**src/rtl/core/risc16_instruction_step_defines.svh**
```systemverilog
// Assertion macros for the RiSC-16 instruction step block.
`ifndef RISC16_INSTRUCTION_STEP_DEFINES_SVH
`define RISC16_INSTRUCTION_STEP_DEFINES_SVH

// same-cycle implication, clocked on clk, off during rst
`define R16_ASSERT_IMP(label, ante, cons) \
  label: assert property (@(posedge clk) disable iff (rst) (ante) |-> (cons)) \
    else $error("risc16 check failed");

// next-cycle implication, clocked on clk, off during rst
`define R16_ASSERT_NXT(label, ante, cons) \
  label: assert property (@(posedge clk) disable iff (rst) (ante) |=> (cons)) \
    else $error("risc16 check failed");

`endif

```
**src/rtl/core/risc16_pkg.sv**
```systemverilog
// Shared types, codes and helpers for the RiSC-16 instruction step block.
`timescale 1ns / 1ps
`default_nettype none

package risc16_pkg;

  localparam int MEM_ADDR_BITS_DEF = 16;
  localparam int REG_IDX_BITS      = 3;

  typedef logic [15:0]             word_t;
  typedef logic [REG_IDX_BITS-1:0] reg_idx_t;

  typedef enum logic [1:0] {
    CMD_STEP      = 2'd0,
    CMD_MEM_WRITE = 2'd1,
    CMD_MEM_READ  = 2'd2,
    CMD_REG_READ  = 2'd3
  } cmd_t;

  typedef enum logic [2:0] {
    OP_ADD  = 3'd0,
    OP_ADDI = 3'd1,
    OP_NAND = 3'd2,
    OP_LUI  = 3'd3,
    OP_SW   = 3'd4,
    OP_LW   = 3'd5,
    OP_BEQ  = 3'd6,
    OP_JALR = 3'd7
  } op_t;

  typedef enum logic [2:0] {
    S_CLEAR,
    S_IDLE,
    S_FETCH,
    S_EXEC,
    S_LOAD,
    S_HOST,
    S_DONE
  } state_t;

  typedef struct packed {
    logic [1:0]  command;
    logic [15:0] address;
    logic [15:0] word_data;
  } req_word_t;

  typedef struct packed {
    logic [15:0] read_data;
    logic [15:0] pc_after;
    logic        halted_flag;
  } rsp_word_t;

  typedef struct packed {
    logic rd_en;
    logic wr_en;
  } mem_ctl_t;

  typedef struct packed {
    logic     en;
    reg_idx_t idx;
    word_t    data;
  } rf_wr_t;

  function automatic word_t sext7(word_t w);
    return {{9{w[6]}}, w[6:0]};
  endfunction

  function automatic word_t lui_value(word_t w);
    return {w[9:0], 6'b000000};
  endfunction

endpackage

`default_nettype wire

```
**src/rtl/core/risc16_regs.sv**
```systemverilog
// Eight-entry register file, two registered read ports, valid bits for reset.
`timescale 1ns / 1ps
`default_nettype none

module risc16_regs (
  input  logic                 clk,
  input  logic                 rst,
  input  logic                 rd_en,
  input  risc16_pkg::reg_idx_t rd_idx_a,
  input  risc16_pkg::reg_idx_t rd_idx_b,
  input  risc16_pkg::rf_wr_t   wr,
  output risc16_pkg::word_t    rd_data_a,
  output risc16_pkg::word_t    rd_data_b
);
  import risc16_pkg::*;

  localparam int Depth = 2 ** REG_IDX_BITS;

  word_t            regs [Depth];
  logic [Depth-1:0] valid;
  word_t            q_a;
  word_t            q_b;
  logic             ok_a;
  logic             ok_b;
  logic             wr_take;

  // drop writes to register zero
  assign wr_take = wr.en && (wr.idx != '0);

  always_ff @(posedge clk) begin
    if (rst) begin
      valid <= '0;
    end else if (wr_take) begin
      valid[wr.idx] <= 1'b1;
    end
  end

  always_ff @(posedge clk) begin
    if (wr_take) begin
      regs[wr.idx] <= wr.data;
    end
  end

  always_ff @(posedge clk) begin
    if (rd_en) begin
      q_a <= regs[rd_idx_a];
      q_b <= regs[rd_idx_b];
    end
  end

  always_ff @(posedge clk) begin
    if (rst) begin
      ok_a <= 1'b0;
      ok_b <= 1'b0;
    end else if (rd_en) begin
      ok_a <= valid[rd_idx_a];
      ok_b <= valid[rd_idx_b];
    end
  end

  assign rd_data_a = ok_a ? q_a : '0;
  assign rd_data_b = ok_b ? q_b : '0;

endmodule

`default_nettype wire

```
**config.mk**
```make
export PLATFORM = sky130hd
export DESIGN_NAME = risc16_regs
export DESIGN_NICKNAME = d
export VERILOG_FILES = /design/src/rtl/core/risc16_instruction_step_defines.svh /design/src/rtl/core/risc16_pkg.sv /design/src/rtl/core/risc16_regs.sv
export SDC_FILE = /design/constraint.sdc
export NUM_CORES = 1
export LEC_CHECK = 0
export ABC_CLOCK_PERIOD_IN_PS = 2300
export BUFFER_PORTS_ARGS = -buffer_cell sky130_fd_sc_hd__buf_2
export CELL_PAD_IN_SITES_DETAIL_PLACEMENT = 0
export CELL_PAD_IN_SITES_GLOBAL_PLACEMENT = 2
export CORE_UTILIZATION = 42
export CTS_BUF_LIST = sky130_fd_sc_hd__clkbuf_16
export DETAILED_ROUTE_END_ITERATION = 6
export PLACE_DENSITY = 0.83
export SYNTH_ARGS = -nofsm -noshare
export SYNTH_HDL_FRONTEND = slang
export SYNTH_SLANG_ARGS = --single-unit
```
**constraint.sdc**
```tcl
create_clock -name clk -period 2.3 [get_ports clk]
set_input_delay 0.23 -clock clk [delete_from_list [all_inputs] [get_ports clk]]
set_output_delay 0.23 -clock clk [all_outputs]
set_load 0.02 [all_outputs]
```
# [Word-level counts from Yosys, hierarchy flattened]
# Memories as Yosys holds them, arrays and structs flattened. A register that Yosys moved wholly into a read port is not among the register bits.
# Cells that the tools add are included.
[word_totals] ram_bits=128 memories=1 ff_bits=10 romBits=0 latchBits=0
[op_classes] n_reduce_logical=3 n_mul=0 shift=0 n_eq_ne=0 add_sub_neg=0 mux=10 magnitude_cmp=4 div_mod_pow=0 bitwise_logic=1
[memory_table] memory="regs" depth=8 width=16 rd=2 rd_clocked_by_memory_dff=2 wr=1 line="risc16_regs.sv:19" rtl="word_t regs [Depth];"
[ops] op="two-way mux 16 bit" n=2
[ops] op="< comparator 3 x 4 -> 1 bit (second input constant)" n=3
[ops] op="OR 8 bit" n=1
[ops] op="binary-select mux 1 bit (select 3 bit)" n=2
[ops] op="two-way mux 1 bit" n=5
[ops] op="demux 1 bit (select 3 bit)" n=1
[ops] op=">= comparator 3 x 1 -> 1 bit (second input constant)" n=1
[ops] op="nonzero test 3 bit" n=1
[ops] op="logical AND 1 bit" n=2

# [Logic depth before layout (Yosys ltp)]
[logic_depth] word_depth=5 depth_mapped=4 mapped_depth_nobuf=3

# [Worst setup path after synthesis]
# Ideal clock, no wire load.
[synth_timing] path_kind="input -> register" startpoint="in wr[17] in the netlist's numbering" endpoint="mem regs[1][0] in the netlist's numbering, enable pin" path_slack_ns=-0.089 n_path_buf=0 setup_time_ns=0.434 arrival_ns=1.955 cell_stages=1 t_required_ns=1.866 cell_sequence="nor4bb_1"
[synth_via] elab_chain_cells=4
[synth_rtl] element="start: declaration" line="risc16_regs.sv:11" rtl="input risc16_pkg::rf_wr_t wr,"
[synth_rtl] element="nonzero test 3 bit" line="risc16_regs.sv:28" rtl="assign wr_take = wr.en && (wr.idx != '0);"
[synth_rtl] element="logical AND 1 bit" line="risc16_regs.sv:28"
[synth_rtl] element="two-way mux 1 bit" line="risc16_regs.sv:39" rtl="if (wr_take) begin"
[synth_rtl] element="two-way mux 1 bit (not written as such)" line="risc16_regs.sv:40" rtl="regs[wr.idx] <= wr.data;"
[synth_rtl] element="end: declaration" line="risc16_regs.sv:19"
# Parallel ways exist; a longest one is shown, timed or not.

# [Worst setup path in the final report]
[layout_timing] startpoint="reg ok_b" endpoint="out rd_data_b[5]"
[layout_via] elab_chain_cells=1
[layout_rtl] element="start: declaration" line="risc16_regs.sv:24" rtl="logic ok_b;"
[layout_rtl] element="start signal: assignment" line="risc16_regs.sv:57" rtl="ok_b <= valid[rd_idx_b];"
[layout_rtl] element="two-way mux 16 bit" line="risc16_regs.sv:62" rtl="assign rd_data_b = ok_b ? q_b : '0;"
[layout_rtl] element="end: declaration" line="risc16_regs.sv:13" rtl="output risc16_pkg::word_t rd_data_b"
# No other way between the ends.

==> qor.txt <==
status - finished with violations
violated checks - design-rule violations
WHS Endpoint - regs[4][11]$_DFFE_PP_
multi-input logic area - 0.00263 mm²
GP Congestion - 0.717
first-pass GRT wire length - 22.5 mm
total number of vias - 3781
Vias/cell - 5.49
clk sinks - 170
Rows - 49
Setup CP Type - flip-flop to primary output
Crit. End Element - primary output
FF-to-FF End - q_a[6]$_DFFE_PP_
GR Overflow Total - 0
initial antenna violation count - 0
clock buffer count from CTS - 17
Max Root-Sink Buffers - 2
worst r2r src - regs[1][6]$_DFFE_PP_
pin count of the biggest net entering global routing - 20
Slew Viols, Final - 0
CP max-delay cell - dfxtp_1
hold_ws - 0.0644 ns
Worst Skew - 0.00582 ns
FILL cells - 1446
min Tclk post-route - 1.70 ns
design area - 0.00898 mm²
CP max FO - 11
slowest stage delay, CP - 0.47 ns
drt drc - 2
TritonCTS clock tree - yes
most frequent cells in the layout - 160 x edfxtp_1, 64 x mux4_1, 60 x buf_2, 32 x and2_1, 32 x mux2_2
Worst Path Arrival - 1.47 ns
startpoint class of the critical path - flip-flop
Worst Hold Class - input pin to flip-flop
Placeable Area - 0.0180 mm²
die area - 0.0188 mm²
Layout Utilization - 0.500
port buffer count - 60
Crit path required time - 2.07 ns
PnR worst setup slack - 0.602 ns
vias in the first global route - 3967
library cells used by synthesis - 19
clk_lat worst skew - 0.43 ns
register area - 0.00500 mm²
dpl cell area - 0.00843 mm²
Initial Util - 0.427
Final setup viols - 0
CP bufs+invs - 2
Avg WL per Cell - 21.8 µm
peak supply drop - 0.000545 V
Post-CTS Setup Bufs - 0
mapped cell area - 0.00768 mm²
commonest non-fill, non-tap cell in the layout - edfxtp_1
I/O pin cnt - 61
Non-Filler Instances - 689
hold_buf cts - 0
DP Worst Slack - 0.404 ns
drt initial violations - 221
critical path's top delay family - flip-flops
cells on worst reg2reg path - 2
Tightest Pin Transition - 0.552 ns
Mapped Cells - 357
Ant. Diodes - 0
WHS Path Cells - 1
WL final - 15.0 mm
Synth Register Bits - 170
root buf cell - clkbuf_16
first drt pass iteration count - 6
CTS H-tree lvls - 4
die span in y - 137 µm
CP Cell Sequence - buf_4 -> and2_1 -> buf_2
Seq/Total Area, Yosys - 0.652
period utilization - 0.738
Layout area overhead - 16.9%
r2r setup slk - 0.84 ns
TNS Setup - 0 ns
Tot Pwr - 6.80 mW
Yosys Warn Count - 0
Power Density - 758 mW/mm²
DP Wirelength - 9.42 mm
headroom to the max-slew limit - 0.632
Leak Pwr - 3.33 nW
Post-CTS Resized - 0
syn_area_per_cell - 21.5 µm²
Worst-path clk slew - 0.06 ns
HP Start - wr[11]
placed insts - 657
Hold Fails Final Rpt - 0
antenna-violating nets left - 0
Max-cap violations - 0
Die Wd - 137 µm
nets - 476
fraction of layout cells with a size suffix above 1 - 0.309
RSZ-0062 raised after global routing - no
fmax - 0.589 GHz
GRT Util Overall - 0.174
## power by group
group | switching, mW | total, mW | leakage (nW) | internal, mW
clock | 1.09 | 2.64 | 0.280 | 1.55
combinational | 0.264 | 0.549 | 1.49 | 0.285
sequential | 0.0557 | 3.61 | 1.57 | 3.55
total | 1.41 | 6.80 | 3.33 | 5.39
## metal layers
metal,track usage,vias to the layer above,part of all wire
li1,-,1716,-
met3,0.0486,27,0.032
met2,0.311,81,0.54
met5,0,-,0
met4,0.0745,0,0.024
met1,0.194,1957,0.41
## area by class of cell
cell class,count,share of cell area
sequential,170,0.558
multi-input combinational,179,0.292
clock buffer,17,0.0474
timing repair buffer,79,0.0577
tap,229,0.0319
clock inverter,15,0.0130
## cell usage after synthesis (all sizes together)
cell type | count | area [µm²]
mux4 | 66 | 1730
nor2 | 14 | 52.6
and4 | 1 | 8.76
nor4bb | 3 | 30.0
o21ba | 1 | 10.0
and2 | 32 | 200
and4b | 3 | 30.0
mux2 | 32 | 360
edfxtp | 160 | 4800
dfxtp | 10 | 200
conb | 1 | 3.75
a211oi | 2 | 15.0
clkbuf | 12 | 45.0
nor2b | 1 | 6.26
buf | 11 | 104
mux2i | 8 | 80.1
## worst max-delay path by stage
stage          slack (ns)  cells after the start                   end               from
4_1_cts              0.54                      3          rd_data_a[8]  ok_a$_SDFFE_PP0P_
3_3_place_gp         0.43                      4     q_a[12]$_DFFE_PP_        rd_idx_a[0]
2_1_floorplan        0.53                      1  regs[1][0]$_DFFE_PP_             wr[18]
6_report             0.60                      3          rd_data_b[5]  ok_b$_SDFFE_PP0P_
3_5_place_dp         0.40                      4     q_b[10]$_DFFE_PP_        rd_idx_b[0]
5_1_grt              0.48                      3          rd_data_b[7]  ok_b$_SDFFE_PP0P_
## flip-flops by register name, summed over array words and instances, names as in the netlist
register,count
q_b,16
q_a,16
regs,128
valid,8
ok_a,1
ok_b,1
## cell families after synthesis
group           share of synthesized area
buf+inv                            0.0194
compound gates                    0.00326
simple gates                       0.0427
flops                               0.652
mux                                 0.282
other cells                      0.000488
(Power assumes the default switching activity.)
